<file path="src/sv/chb_pkg.sv">
package chb_pkg;

  // Fixed widths of the sample and result fields
  localparam int SAMPLE_BITS = 8;
  localparam int CODE_W      = 15;
  localparam int OUT_COUNT_W = 16;
  localparam int DISTINCT_W  = 16;
  localparam int CFG_IDX_W   = 2;
  localparam int CFG_DATA_W  = 3;

  // Command queue between front and back
  localparam int QUEUE_DEPTH = 4;
  localparam int QPTR_W      = $clog2(QUEUE_DEPTH);

  // Item function codes
  typedef enum logic [1:0] {
    FUNC_ADD   = 2'd0,
    FUNC_READ  = 2'd1,
    FUNC_CLEAR = 2'd2
  } func_t;

  // Configuration register indexes
  typedef enum logic [CFG_IDX_W-1:0] {
    CFG_COLOR_MODE = 2'd0,
    CFG_GRAY_BITS  = 2'd1,
    CFG_COLOR_BITS = 2'd2
  } cfg_idx_t;

  // One classified command
  typedef struct packed {
    func_t             op;
    logic [CODE_W-1:0] code;
  } cmd_t;

  // Head of the command queue as seen by the back end
  typedef struct packed {
    logic valid;
    cmd_t cmd;
  } q_head_t;

  // Status from the back end
  typedef struct packed {
    logic clearing;
    logic result_wait;
  } back_status_t;

  // Back end sequencer states
  typedef enum logic [2:0] {
    ST_CLEAR,
    ST_IDLE,
    ST_ADD,
    ST_SCAN,
    ST_RESULT
  } back_state_t;

  // Keep the top k bits of a sample; k of zero keeps nothing
  function automatic logic [SAMPLE_BITS-1:0] top_bits(input logic [SAMPLE_BITS-1:0] sample,
                                                       input logic [2:0] k);
    logic [3:0] sh;
    sh = 4'(SAMPLE_BITS) - {1'b0, k};
    return (k == 3'd0) ? '0 : (sample >> sh);
  endfunction

endpackage

</file>
<file path="src/sv/chb_queue.sv">
module chb_queue import chb_pkg::*; (
  input  logic    clk,
  input  logic    rst,
  input  logic    push,
  input  cmd_t    push_cmd,
  output logic    full,
  output q_head_t head,
  input  logic    pop
);

  cmd_t              slots [QUEUE_DEPTH];
  logic [QPTR_W-1:0] wr_ptr;
  logic [QPTR_W-1:0] rd_ptr;
  logic [QPTR_W:0]   count;

  assign full       = (count == (QPTR_W+1)'(QUEUE_DEPTH));
  assign head.valid = (count != '0);
  assign head.cmd   = slots[rd_ptr];

  // Entry storage
  always_ff @(posedge clk) begin
    if (push) begin
      slots[wr_ptr] <= push_cmd;
    end
  end

  // Pointers and occupancy
  always_ff @(posedge clk) begin
    if (rst) begin
      wr_ptr <= '0;
      rd_ptr <= '0;
      count  <= '0;
    end else begin
      if (push) begin
        wr_ptr <= wr_ptr + 1'b1;
      end
      if (pop) begin
        rd_ptr <= rd_ptr + 1'b1;
      end
      case ({push, pop})
        2'b10:   count <= count + 1'b1;
        2'b01:   count <= count - 1'b1;
        default: count <= count;
      endcase
    end
  end

endmodule

</file>
<file path="config.mk">
export PLATFORM = sky130hd
export DESIGN_NAME = chb_queue
export DESIGN_NICKNAME = d
export VERILOG_FILES = /design/src/sv/chb_pkg.sv /design/src/sv/chb_queue.sv
export SDC_FILE = /design/constraint.sdc
export NUM_CORES = 1
export LEC_CHECK = 0
export BUFFER_PORTS_ARGS = -buffer_cell sky130_fd_sc_hd__buf_2
export CAP_MARGIN = 15
export CELL_PAD_IN_SITES_DETAIL_PLACEMENT = 1
export CELL_PAD_IN_SITES_GLOBAL_PLACEMENT = 2
export CORE_MARGIN = 2
export CORE_UTILIZATION = 39
export DETAILED_ROUTE_END_ITERATION = 8
export MAX_ROUTING_LAYER = met4
export PLACE_DENSITY_LB_ADDON = 0.2
export REMOVE_ABC_BUFFERS = 1
export SLEW_MARGIN = 20
export SYNTH_ARGS = -nofsm -noshare
export SYNTH_HDL_FRONTEND = slang
export SYNTH_SLANG_ARGS = --single-unit
</file>
<file path="constraint.sdc">
create_clock -name clk -period 1.4 [get_ports clk]
set_input_delay 0.14 -clock clk [delete_from_list [all_inputs] [get_ports clk]]
set_output_delay 0.14 -clock clk [all_outputs]
set_load 0.02 [all_outputs]
</file>
==> results.md <==
* Clock root cell: clkbuf_8
* Largest delay share family, worst path: multiplexers
* Pre-Repair DR Iteration Count at 4
* ANT nets after route at 0
* Worst-Skew Late Latency at approximately 0.35 ns
* Maxcap violations at 0
* First-pass GRT wire length at between 8 and 9 mm
* Die W at 90.65 um
* Routed WL per cell at ~18 um
* Clk buf depth at 2
* Fin crit share at 1.234
* Worst Path Class, Setup: reg -> out
* Number of global-route vias before repair at roughly 1.6k
* # clock sinks at just under 80
* Ys async rst share at 0
* Row count at 31
* Worst-Margin Slew at 0.2480 ns
* Register Area at around 0.0022 mm2
* Buffers on Ports at 39
* Ys Warns at 0
* Status: finished, violations left
* Final net count at between 200 and 250
* Wire length on met1 at 2.502 mm
* Fillcell total at 694
* Initial Util at 0.4037
* DR top layer: met4
* Worst path required time at 1.26 ns
* Hold depth at 1
* Design area at around 0.0038 mm2
* Die Span Y at roughly 90 um
* Peak VDD IR at approximately 0.67 mV
* Final slew viol count at 0
* Final Skew at 0.005872 ns
* Hold crit path type: in -> reg
* Pwr Total at ~5.1 mW
* Initial antenna violation count at 0
* R2r worst-path depth at 5
* Crit-path max cell delay at between 0.5 and 0.6 ns
* Top-area cell type share of the netlist area at 0.6974
* Crit start category: flip-flop
* Post-synth top cells: edfxtp_1, mux4_2, dfxtp_1, nor2_1, mux4_1
* Worst Path Arrival at around 1.6 ns
* Fmax at about 580 MHz
* Placer Congestion at roughly 0.73
* Multi-input gate area at between 600 and 700 um2
* Placement Cell Area at between 0.003 and 0.004 mm2
* Number of synthesized flops with an enable pin at about 70
* Seq cells post-synth at 77
* Cell Area, Synth at around 0.0029 mm2
* CP Capture Type: primary output
* Worst path slowest cell: mux4_2
* Post-layout min period at around 1.7 ns
* Total routed wirelength at 5.689 mm
* Die area at between 0.008 and 0.009 mm2
* Hold Crit Start: push_cmd[5]
* Unrepaired setup endpoints after global routing: yes
* Final hold viol count at 0
* Synth-to-layout area growth at 29.15%
* Initial drt markers at 70
* DP HPWL at between 3 and 4 mm
* Worst Path Max Fanout at 4
* Setup TNS Final at -5.452 ns
* Worst Hold End: slots[0][5]
* Max_slew headroom at 0.8329
* Synth unique cells at 21
* Seq/Total Area, Yosys at 0.7590
* Main synth FF type: edfxtp_1
* Cell area power density at around 1300 mW/mm2
* Grt ovf at 0
* Met2 Wirelength at 2.776 mm
* R2R setup slack at -0.05 ns
* Buffers and inverters on the worst path at 2
* Via count at between 1k and 1.5k
* Total CTS buffers at 9
* FF-to-FF Start: count[0]
* Leakage power at 1.359 nW
* Failing checks: negative setup slack
* Core Util, Final at 0.5213
* Boundary Pins at 40
* TritonCTS clock tree: done
* Met3 WL post-DR at 191 um
* Largest net degree at the start of global routing at 13
* Setup WS post-layout at -0.3281 ns
* Post-Syn Area per Cell at 21.53 um2
* Share of layout cells above drive strength 1 at 0.4558
* Core area at approximately 0.0073 mm2
* DR vias/cell at roughly 4.7
* Dominant cell type by area after synthesis: edfxtp_1
* Area contributors post-synth: edfxtp_1, mux4_2, mux4_1
* GRT Overall Usage at 0.1557
* Most numerous cell in the Yosys netlist: edfxtp_1
* Crit-path cells: clkbuf_16 -> mux4_2 -> buf_6
* FF-to-FF End: count[2]
* Residual DRC count at 0
* Cells after Synth at approximately 140
* Final number of setup-violating endpoints at 19
* H-tree Lvls at 3
* ANT cells at 0
* CTS clock-pin slew for the worst setup and hold paths at about 0.070 ns
-- layout make-up --
type,count,share of cell area
multi-input combinational,48,0.1648
tap,99,0.03276
sequential,77,0.5897
clock inverter,5,0.01357
inverter,6,0.005956
timing repair buffer,68,0.1585
clock buffer,11,0.03475
-- worst max-delay path by stage --
stage / from / end / slack (ns) / depth (start not counted)
3_3_place_gp: push / count[2] / -0.13 / 8
2_1_floorplan: flip-flop / head[0] / -0.32 / 1
3_5_place_dp: push / count[2] / -0.26 / 8
6_report: flip-flop / head[12] / -0.33 / 3
4_1_cts: flip-flop / head[0] / -0.40 / 3
5_1_grt: flip-flop / head[3] / -0.39 / 3
-- cell families after synthesis --
family                   Yosys count  synth area share
AO/OA/AOI/OAI                      3          0.005127
adder cells (fa/ha/maj)            6           0.02821
buffers and inverters             11           0.02308
flip-flops                        77            0.7590
XOR/XNOR                           5           0.01496
AND/OR/NAND/NOR                   16           0.02649
multiplexers                      18            0.1432
-- metrics by stage --
stage                     hold WS (ns)  setup slack, ns  cells
final                          0.01550          -0.3281    314
after global routing          0.006225          -0.3854    314
after CTS                     0.005587          -0.3977    312
after detailed placement        0.3548          -0.2557    285
after global placement          0.3480          -0.1251    285
after floorplan                 0.2091          -0.3236    131
-- report_power, final --
group | switching [mW] | internal (mW)
logic | 0.394 | 0.445
registers | 0.0526 | 2.63
clock network | 0.766 | 0.813
total | 1.21 | 3.88
-- registers in the layout (all words and copies together), names as in the netlist, named ones only --
register and cells:
rd_ptr 2, wr_ptr 2, slots 68, count 3
-- cells in the final DEF, fill, tap and decap left out --
| cell type | instances |
|---|---|
| ha_1 | 5 |
| clkbuf_16 | 1 |
| or3_1 | 1 |
| clkbuf_8 | 9 |
| inv_2 | 2 |
| mux2i_1 | 1 |
| inv_1 | 4 |
| dfxtp_1 | 5 |
| buf_12 | 1 |
| clkinvlp_4 | 1 |
| xnor2_1 | 2 |
| clkinv_1 | 1 |
| or3_4 | 1 |
| dlygate4sd3_1 | 9 |
| bufinv_16 | 1 |
| dfxtp_2 | 3 |
| o21ai_0 | 1 |
| and3_1 | 1 |
| buf_4 | 15 |
| dfxtp_4 | 1 |
| nand2_1 | 1 |
| buf_6 | 19 |
| fa_2 | 1 |
| and2_1 | 4 |
| nor2_1 | 8 |
| buf_16 | 1 |
| buf_2 | 22 |
| xor2_1 | 3 |
| a21oi_2 | 1 |
| mux4_2 | 17 |
| a21oi_1 | 1 |
| clkinv_2 | 2 |
| edfxtp_1 | 68 |
| clkbuf_1 | 2 |
-- what timing repair did --
item                                   in CTS  in global routing
pin swaps                                   4                  1
setup buffers                               1                  1
gates resized for setup                    30                 24
setup endpoints to repair                  19                 30
endpoints found under the hold margin      36                  0
cloned                                      1                  1
hold buffers                                9                  0
-- layer usage --
metal / vias up / track usage
li1: 681 / -
met1: 756 / 0.1844
met2: 38 / 0.2351
met3: 16 / 0.04174
met4: 0 / 0.1026
met5: - / -
No activity file was read; power rests on OpenSTA's default activity.
