**src/sv/chb_pkg.sv**
```systemverilog
package chb_pkg;

  // Fixed widths of the sample and result fields
  localparam int SAMPLE_BITS = 8;
  localparam int CODE_W      = 15;
  localparam int OUT_COUNT_W = 16;
  localparam int DISTINCT_W  = 16;
  localparam int CFG_IDX_W   = 2;
  localparam int CFG_DATA_W  = 3;

  // Command queue between front and back
  localparam int QUEUE_DEPTH = 4;
  localparam int QPTR_W      = $clog2(QUEUE_DEPTH);

  // Item function codes
  typedef enum logic [1:0] {
    FUNC_ADD   = 2'd0,
    FUNC_READ  = 2'd1,
    FUNC_CLEAR = 2'd2
  } func_t;

  // Configuration register indexes
  typedef enum logic [CFG_IDX_W-1:0] {
    CFG_COLOR_MODE = 2'd0,
    CFG_GRAY_BITS  = 2'd1,
    CFG_COLOR_BITS = 2'd2
  } cfg_idx_t;

  // One classified command
  typedef struct packed {
    func_t             op;
    logic [CODE_W-1:0] code;
  } cmd_t;

  // Head of the command queue as seen by the back end
  typedef struct packed {
    logic valid;
    cmd_t cmd;
  } q_head_t;

  // Status from the back end
  typedef struct packed {
    logic clearing;
    logic result_wait;
  } back_status_t;

  // Back end sequencer states
  typedef enum logic [2:0] {
    ST_CLEAR,
    ST_IDLE,
    ST_ADD,
    ST_SCAN,
    ST_RESULT
  } back_state_t;

  // Keep the top k bits of a sample; k of zero keeps nothing
  function automatic logic [SAMPLE_BITS-1:0] top_bits(input logic [SAMPLE_BITS-1:0] sample,
                                                       input logic [2:0] k);
    logic [3:0] sh;
    sh = 4'(SAMPLE_BITS) - {1'b0, k};
    return (k == 3'd0) ? '0 : (sample >> sh);
  endfunction

endpackage

```
**src/sv/chb_front.sv**
```systemverilog
module chb_front import chb_pkg::*; #(
  parameter int CODE_BITS = 15
) (
  input  logic                  clk,
  input  logic                  rst,
  input  logic                  in_valid,
  output logic                  in_stall,
  input  logic [1:0]            func,
  input  logic [SAMPLE_BITS-1:0] red_or_gray,
  input  logic [SAMPLE_BITS-1:0] green,
  input  logic [SAMPLE_BITS-1:0] blue,
  input  logic                  cfg_valid,
  output logic                  cfg_ready,
  input  logic [CFG_IDX_W-1:0]  cfg_index,
  input  logic [CFG_DATA_W-1:0] cfg_data,
  input  logic                  q_full,
  input  back_status_t          bk_status,
  output logic                  push,
  output cmd_t                  push_cmd
);

  localparam int MAX_CK = CODE_BITS / 3;

  logic       color_mode;
  logic [2:0] gray_bits;
  logic [2:0] color_bits;

  logic [2:0]           kc;
  logic [23:0]          wide;
  logic [CODE_BITS-1:0] code;

  // Configuration registers
  assign cfg_ready = 1'b1;

  always_ff @(posedge clk) begin
    if (rst) begin
      color_mode <= 1'b1;
      gray_bits  <= 3'd4;
      color_bits <= 3'd3;
    end else if (cfg_valid && cfg_ready) begin
      case (cfg_index)
        CFG_COLOR_MODE: color_mode <= cfg_data[0];
        CFG_GRAY_BITS:  gray_bits  <= cfg_data;
        CFG_COLOR_BITS: color_bits <= cfg_data;
        default: ;
      endcase
    end
  end

  // Quantize the pixel; color bits per channel capped so R,G,B fit the code
  assign kc   = (color_bits > 3'(MAX_CK)) ? 3'(MAX_CK) : color_bits;
  assign wide = (24'(top_bits(red_or_gray, kc)) << {kc, 1'b0}) |
                (24'(top_bits(green, kc)) << kc) |
                24'(top_bits(blue, kc));
  assign code = color_mode ? wide[CODE_BITS-1:0]
                           : CODE_BITS'(top_bits(red_or_gray, gray_bits));

  assign push_cmd.op   = func_t'(func);
  assign push_cmd.code = CODE_W'(code);

  // Hold off input while the queue is full or the store is being cleared
  assign in_stall = q_full || bk_status.clearing;

  // Unused function code is accepted and dropped
  always_comb begin
    push = 1'b0;
    if (in_valid && !in_stall) begin
      unique case (func) inside
        FUNC_ADD, FUNC_READ, FUNC_CLEAR: push = 1'b1;
        default:                         push = 1'b0;
      endcase
    end
  end

endmodule

```
**config.mk**
```make
export PLATFORM = sky130hd
export DESIGN_NAME = chb_front
export DESIGN_NICKNAME = d
export VERILOG_FILES = /design/src/sv/chb_pkg.sv /design/src/sv/chb_front.sv
export SDC_FILE = /design/constraint.sdc
export NUM_CORES = 1
export LEC_CHECK = 0
export ABC_CLOCK_PERIOD_IN_PS = 4280
export BUFFER_PORTS_ARGS = -buffer_cell sky130_fd_sc_hd__buf_4
export CAP_MARGIN = 10
export CORE_MARGIN = 2
export CORE_UTILIZATION = 54
export CTS_CLUSTER_SIZE = 20
export DETAILED_ROUTE_END_ITERATION = 10
export PLACE_DENSITY = 0.82
export SYNTH_ARGS = -nofsm -noshare
export SYNTH_HDL_FRONTEND = slang
export SYNTH_SLANG_ARGS = --single-unit
export TNS_END_PERCENT = 1
```
**constraint.sdc**
```tcl
create_clock -name clk -period 4.28 [get_ports clk]
set_clock_uncertainty 0.2 [all_clocks]
set_input_delay 0.428 -clock clk [delete_from_list [all_inputs] [get_ports clk]]
set_output_delay 0.428 -clock clk [all_outputs]
set_load 0.02 [all_outputs]
```
==> results of run 1 <==
==> synth_stat cells (6+ instances only) <==
cell type,instances
a21oi_1,19
a31oi_1,6
buf_2,10
clkbuf_1,13
dfxtp_1,7
inv_1,7
mux2i_1,21
nand2_1,46
nand2b_1,7
nand3_1,6
nor2_1,17
nor2b_1,7
nor3_1,6
o21ai_0,16
o22ai_1,10
==> flip-flops by register name (all words and copies together) (netlist names) <==
register	cells
color_bits	3
color_mode	1
gray_bits	3
==> path summary, 6_finish.rpt <==
path	from	endpoint	slack, ns	cells after the start
setup / recovery	color_bits[1]	push_cmd[5]	0.25	10
hold / removal	rst	gray_bits[1]	0.22	2
setup reg to reg	color_bits[0]	color_bits[0]	2.66	5
hold reg to reg	gray_bits[1]	gray_bits[1]	0.32	2
==> where the power goes <==
part | internal, µW | switching (µW)
Clock | 64.2 | 25.2
Combinational | 121 | 148
Sequential | 68.0 | 4.95
Total | 253 | 178
==> logic make-up after synthesis <==
group / Yosys count / synth area share (%)
flops: 7 / 6.627
simple gates: 113 / 26.33
compound gates: 109 / 38.40
other cells: 1 / 0.1773
buf+inv: 41 / 9.823
mux: 30 / 16.86
fa+ha+maj: 3 / 1.775
==> per-stage QoR <==
step | util (%) | setup WS, ns | hold WS [ns] | cells | power (µW)
6_report | 67.17 | 0.2522 | 0.2180 | 384 | 430.8
5_1_grt | 67.17 | 0.08658 | 0.2214 | 384 | 455.6
4_1_cts | 67.17 | 0.3767 | 0.2131 | 384 | 428.1
3_5_place_dp | 65.96 | 0.6328 | 0.2886 | 380 | 336.8
3_3_place_gp | 65.96 | 0.6387 | 0.2850 | 380 | 334.1
2_1_floorplan | - | 0.8300 | 0.2634 | 304 | 245.9
==> cell type report <==
cell class	instances	area [µm²]	share of cell area [%]
flip-flops and latches	7	140.1	5.614
multi-input cells	256	1767	70.78
well taps	48	60.06	2.406
inverters	9	33.78	1.353
clock buffers	4	45.04	1.805
repair buffers	60	450.4	18.05
==> per-layer routing <==
metal | GRT usage [%] | vias up | share of wire, %
met1 | 43.51 | 1213 | 40
met3 | 3.041 | 16 | 11
met5 | 0 | - | 0
li1 | - | 1225 | -
met4 | 8.163 | 0 | 2.2
met2 | 55.00 | 192 | 47
==> critical path: cells and delay by family (launching register included) <==
kind / cells / cell delay [ns]
compound gates: 4 / 1.10
simple gates: 3 / 0.67
fa+ha+maj: 1 / 0.62
buf+inv: 2 / 0.46
flops: 1 / 0.32
==> flow_summary.json, run 1 <==
{
  "rsz0062_at_grt": "false",
  "fmax_mhz": 248.3,
  "insertedDiodeCount": 0,
  "fin_area_um2": 2496,
  "worstPathMaxFanout": 13,
  "num_vias": 2646,
  "cap_viol_max_count": 0,
  "initialDrtViolationCount": 371,
  "cp.required_ns": 3.65,
  "drive_gt1_share_pct": 24.40,
  "grt_usage_pct": 32.31,
  "ys_types": 67,
  "die_h_um": 66.58,
  "ys_ff_latch": 7,
  "setup.worst_path.end_class": "primary output",
  "via_per_inst": 6.891,
  "max_slew_margin_pct": 51.65,
  "hold_buffers": 0,
  "worst_pin_slew_ns": 0.7243,
  "place.port_buffers": 55,
  "rows": 22,
  "die_area_um2": 4432,
  "start_util_pct": 56.90,
  "ir_drop_mv": 0.2559,
  "cts_max_level": 1,
  "tritoncts": "built",
  "wire_per_inst_um": 18.62,
  "core_area_um2": 3716,
  "status": "finished clean",
  "power.density_nw_per_um2": 172.6,
  "hp-class": "in -> reg",
  "synth_area_leaders": "mux2i_1, nand2_1, dfxtp_1",
  "post-dp-hpwl_mm": 5.192,
  "crit_type": "reg -> out",
  "grt_pass1_vias": 2348,
  "synthesis.nets": 345,
  "synth_seq_area_share_pct": 6.627,
  "antenna_found_initial": 0,
  "mostFrequentLayoutCells": "buf_4, nand2_1, mux2i_1, a21oi_1, nor2_1",
  "dominantRegCellSynth": "dfxtp_1",
  "globalRouteOverflowTotal": 0,
  "syn2layout_area_growth_pct": 18.05,
  "cts_sinks": 7,
  "syn_area_per_cell_um2": 6.956,
  "path_cells": "or2_1, clkinv_1, ha_1, nor2b_1, o21ai_0, o22ai_1, nand2_1, a311oi_1, a311o_1, buf_4",
  "drt-total-wl_mm": 7.149,
  "cp.arrival_ns": 3.40,
  "gp_congestion": 0.9569,
  "synth_top_area_cell": "mux2i_1",
  "grt_pass1_wl_mm": 11.32,
  "drc": 0,
  "clock_latency_ns": 0.22,
  "synth-edff-count": 0,
  "slowest_delay_ns": 0.62,
  "final-setup-viol-count": 0,
  "final_hold_viol_count": 0,
  "final_common_cell": "buf_4",
  "grt_max_degree": 44,
  "startpoint_type": "flip-flop",
  "final.min_clock_period_ns": 4.028,
  "cts_setup_buffers": 0,
  "netlist.area_leader.share_pct": 9.941,
  "cellLeakagePower_uw": 0.001104,
  "dpl-instance-area_um2": 2451,
  "nets": 378,
  "cts.clk_slew.worst_paths_ns": 0.04,
  "cts_resized": 0,
  "synthArstFlopShare_pct": 0,
  "synth_warnings": 0,
  "tns_ns": 0,
  "slowest_stage": "ha_1",
  "syn-cell-area_um2": 2115,
  "dr.pass1.iters": 5,
  "report.final.slew_viol_count": 0,
  "antenna_left": 0,
  "period_share_pct": 94.11,
  "fill_cells": 342,
  "die_x_um": 66.58,
  "ios": 58,
  "ctsLongestPathBuffers": 2,
  "cts_buffers": 3,
  "root_buffer": "clkbuf_8",
  "syn_inst": 304
}
(Power assumes the default switching activity.)
==> run 2: changes to the inputs <==
Settings changed: ABC_AREA set to 1, ABC_CLOCK_PERIOD_IN_PS 4280 to 4190, CORE_UTILIZATION 54 to 53, PLACE_DENSITY 0.82 to 0.81.
Clock period 4.28 ns to 4.19 ns, I/O delays scaled along.
==> run 2 against run 1 <==
Against the previous run: sequential power up 7.5%; die area down 4.0%; routed wire length down 11%; via count up 5.1%; sequential share of layout area up 0.22 points.
==> flow_summary.json, run 2 <==
{
  "status": "finished clean",
  "synth-edff-count": 0,
  "syn_area_per_cell_um2": 4.906,
  "ir_drop_mv": 0.2480,
  "fmax_mhz": 267.9,
  "core_area_um2": 3633,
  "mostFrequentLayoutCells": "nand2_1, nand3_1, buf_4, inv_1, o21ai_0",
  "dr.pass1.iters": 6,
  "synth_top_area_cell": "nand2_1",
  "cts_buffers": 3,
  "drt-met1-wl_mm": 2.699,
  "nets": 488,
  "final_hold_viol_count": 0,
  "grt_pass1_wl_mm": 10.63,
  "rr_endpoint": "gray_bits[0]",
  "critical-path-top-delay-family": "simple AND/OR/NAND/NOR gates",
  "antenna_found_initial": 0,
  "slowest_stage": "dfxtp_1",
  "grt_max_degree": 24,
  "ios": 58,
  "ys_ff_latch": 7,
  "rows": 22,
  "die_area_um2": 4255,
  "tritoncts": "built",
  "reg2reg_setup_slack_ns": 2.94,
  "cts.clk_slew.worst_paths_ns": 0.04,
  "met3_length_um": 546,
  "post-dp-hpwl_mm": 4.939,
  "drc": 0,
  "syn2layout_area_growth_pct": 20.84,
  "via_per_inst": 5.630,
  "hold_path_depth": 3,
  "synth-xor-area-share_pct": 0,
  "rsz0062_at_grt": "false",
  "crit_buf_inv": 3,
  "power.density_nw_per_um2": 227.0,
  "synth_area_leaders": "nand2_1, nand3_1, inv_1",
  "cp.required_ns": 3.57,
  "synthesis.nets": 446,
  "ctsLongestPathBuffers": 2,
  "cellLeakagePower_uw": 0.001330,
  "antenna_left": 0,
  "start_util_pct": 54.68,
  "largestRegisters": "color_bits: 3 flops, gray_bits: 3 flops, color_mode: 1 flops",
  "syn-cell-area_um2": 1987,
  "period_share_pct": 89.09,
  "ys_top_cells_by_count": "nand2_1, nand3_1, inv_1",
  "final-setup-viol-count": 0,
  "initialDrtViolationCount": 248,
  "startpoint_type": "flip-flop",
  "total_power_uw": 545.0,
  "grt_pass1_vias": 2387,
  "synth_most_common_cell": "nand2_1",
  "root_buffer": "clkbuf_8",
  "gp_congestion": 0.9660,
  "cts_setup_buffers": 0,
  "ys_types": 35,
  "final_common_cell": "nand2_1",
  "cts_sinks": 7,
  "worst_pin_slew_ns": 0.6715,
  "die_x_um": 65.23,
  "fill_cells": 390,
  "synthAdderAreaFrac_pct": 1.889,
  "cts_max_level": 1,
  "met2_length_mm": 2.959,
  "drive_gt1_share_pct": 17.71,
  "worstReg2RegStart": "gray_bits[0]",
  "grt_usage_pct": 31.06,
  "routed.top_layer": "met4",
  "utilization_pct": 66.08,
  "drt-total-wl_mm": 6.358,
  "crit_type": "reg -> out",
  "synth_compound_area_share_pct": 18.26,
  "hp-class": "in -> reg",
  "die_h_um": 65.23,
  "path_common_cell": "nand2_1",
  "dpl-instance-area_um2": 2356,
  "synth_warnings": 0,
  "report.final.slew_viol_count": 0,
  "cts_resized": 0,
  "hp-start": "cfg_data[1]",
  "dominantRegCellSynth": "dfxtp_1",
  "reg2regPathDepth": 2,
  "clock_latency_ns": 0.22,
  "hold_buffers": 0,
  "path_cells": "inv_2, ha_1, inv_1, nor2_2, nand3_1, nand2_1, nand2_1, nand3_1, nand2_1, nand2_1, nand2_1, nand2_1, nand2_1, nand2_1, buf_4",
  "synth_seq_area_share_pct": 7.053,
  "synthArstFlopShare_pct": 0,
  "fin_area_um2": 2401,
  "synth_top_family_by_area": "simple AND/OR/NAND/NOR gates",
  "cap_viol_max_count": 0,
  "cp.arrival_ns": 3.11,
  "slowest_delay_ns": 0.63,
  "num_vias": 2781,
  "setup.worst_path.end_class": "primary output",
  "worstPathMaxFanout": 13,
  "crit_cells": 15,
  "wire_per_inst_um": 12.87,
  "netlist.area_leader.share_pct": 31.36,
  "syn_inst": 405,
  "globalRouteOverflowTotal": 0,
  "insertedDiodeCount": 0,
  "max_slew_margin_pct": 55.18,
  "whs_ns": 0.2285,
  "tns_ns": 0,
  "whs_endpoint": "color_bits[1]",
  "synthSimpleGateAreaFrac_pct": 57.93,
  "place.port_buffers": 55,
  "final.min_clock_period_ns": 3.733,
  "synthMuxAreaShare_pct": 0
}
run 2: cell count changes after synthesis, moves of 6 or more:
cell and delta:
o21ai_1 +6, nand3_1 +53, o22ai_1 -7, nand2b_1 -7, a21oi_1 -9, nand2_1 +120
mux2i_1 -21, o21ai_0 +9, inv_1 +33, nor2b_1 -7, clkbuf_1 -9
run 2: metrics by stage:
step	std cells	setup slack [ns]
after floorplan	405	1.381
after CTS	494	0.5262
after detailed placement	490	0.7820
after global placement	490	0.7743
final	494	0.4571
after global routing	494	0.1724
run 2: area by class of cell:
| class | instances | area, µm² | area share (%) |
|---|---|---|---|
| inverter | 44 | 165.2 | 6.879 |
| clock buffer | 4 | 45.04 | 1.876 |
| sequential | 7 | 140.1 | 5.836 |
| multi-input combinational | 333 | 1555 | 64.77 |
| timing repair buffer | 58 | 435.4 | 18.13 |
| tap | 48 | 60.06 | 2.501 |
run 2: worst max path at each step:
stage	end	slack, ns	start
5_1_grt	push_cmd[4]	0.17	color_bits[2]
3_3_place_gp	push_cmd[4]	0.77	color_bits[2]
2_1_floorplan	push_cmd[4]	1.38	gray_bits[0]
3_5_place_dp	push_cmd[4]	0.78	color_bits[2]
4_1_cts	push_cmd[4]	0.53	color_bits[2]
6_report	push_cmd[4]	0.46	color_bits[2]
run 2: routing by layer:
| layer | GRT usage [%] | up-vias |
|---|---|---|
| met4 | 10.68 | 0 |
| met1 | 41.73 | 1202 |
| met2 | 52.42 | 161 |
| met5 | 0 | - |
| met3 | 2.055 | 15 |
| li1 | - | 1403 |
run 2: kinds of logic (layout without fill, tap and decap cells):
logic type | count (synthesis) | after routing
simple gates | 267 | 267
other cells | 1 | 1
buf+inv | 65 | 106
fa+ha+maj | 3 | 3
flops | 7 | 7
compound gates | 62 | 62
run 2: worst register-to-register path, cell delays in order, from the launching register on:
cell	delay, ns
dfxtp_1	0.50
clkinv_1	0.30
a21oi_1	0.19
run 2: power by group:
group / total (µW) / internal [µW] / switching, µW
logic: 373 / 139 / 234
clock network: 93.7 / 65.7 / 28.0
registers: 78.4 / 70.5 / 7.92
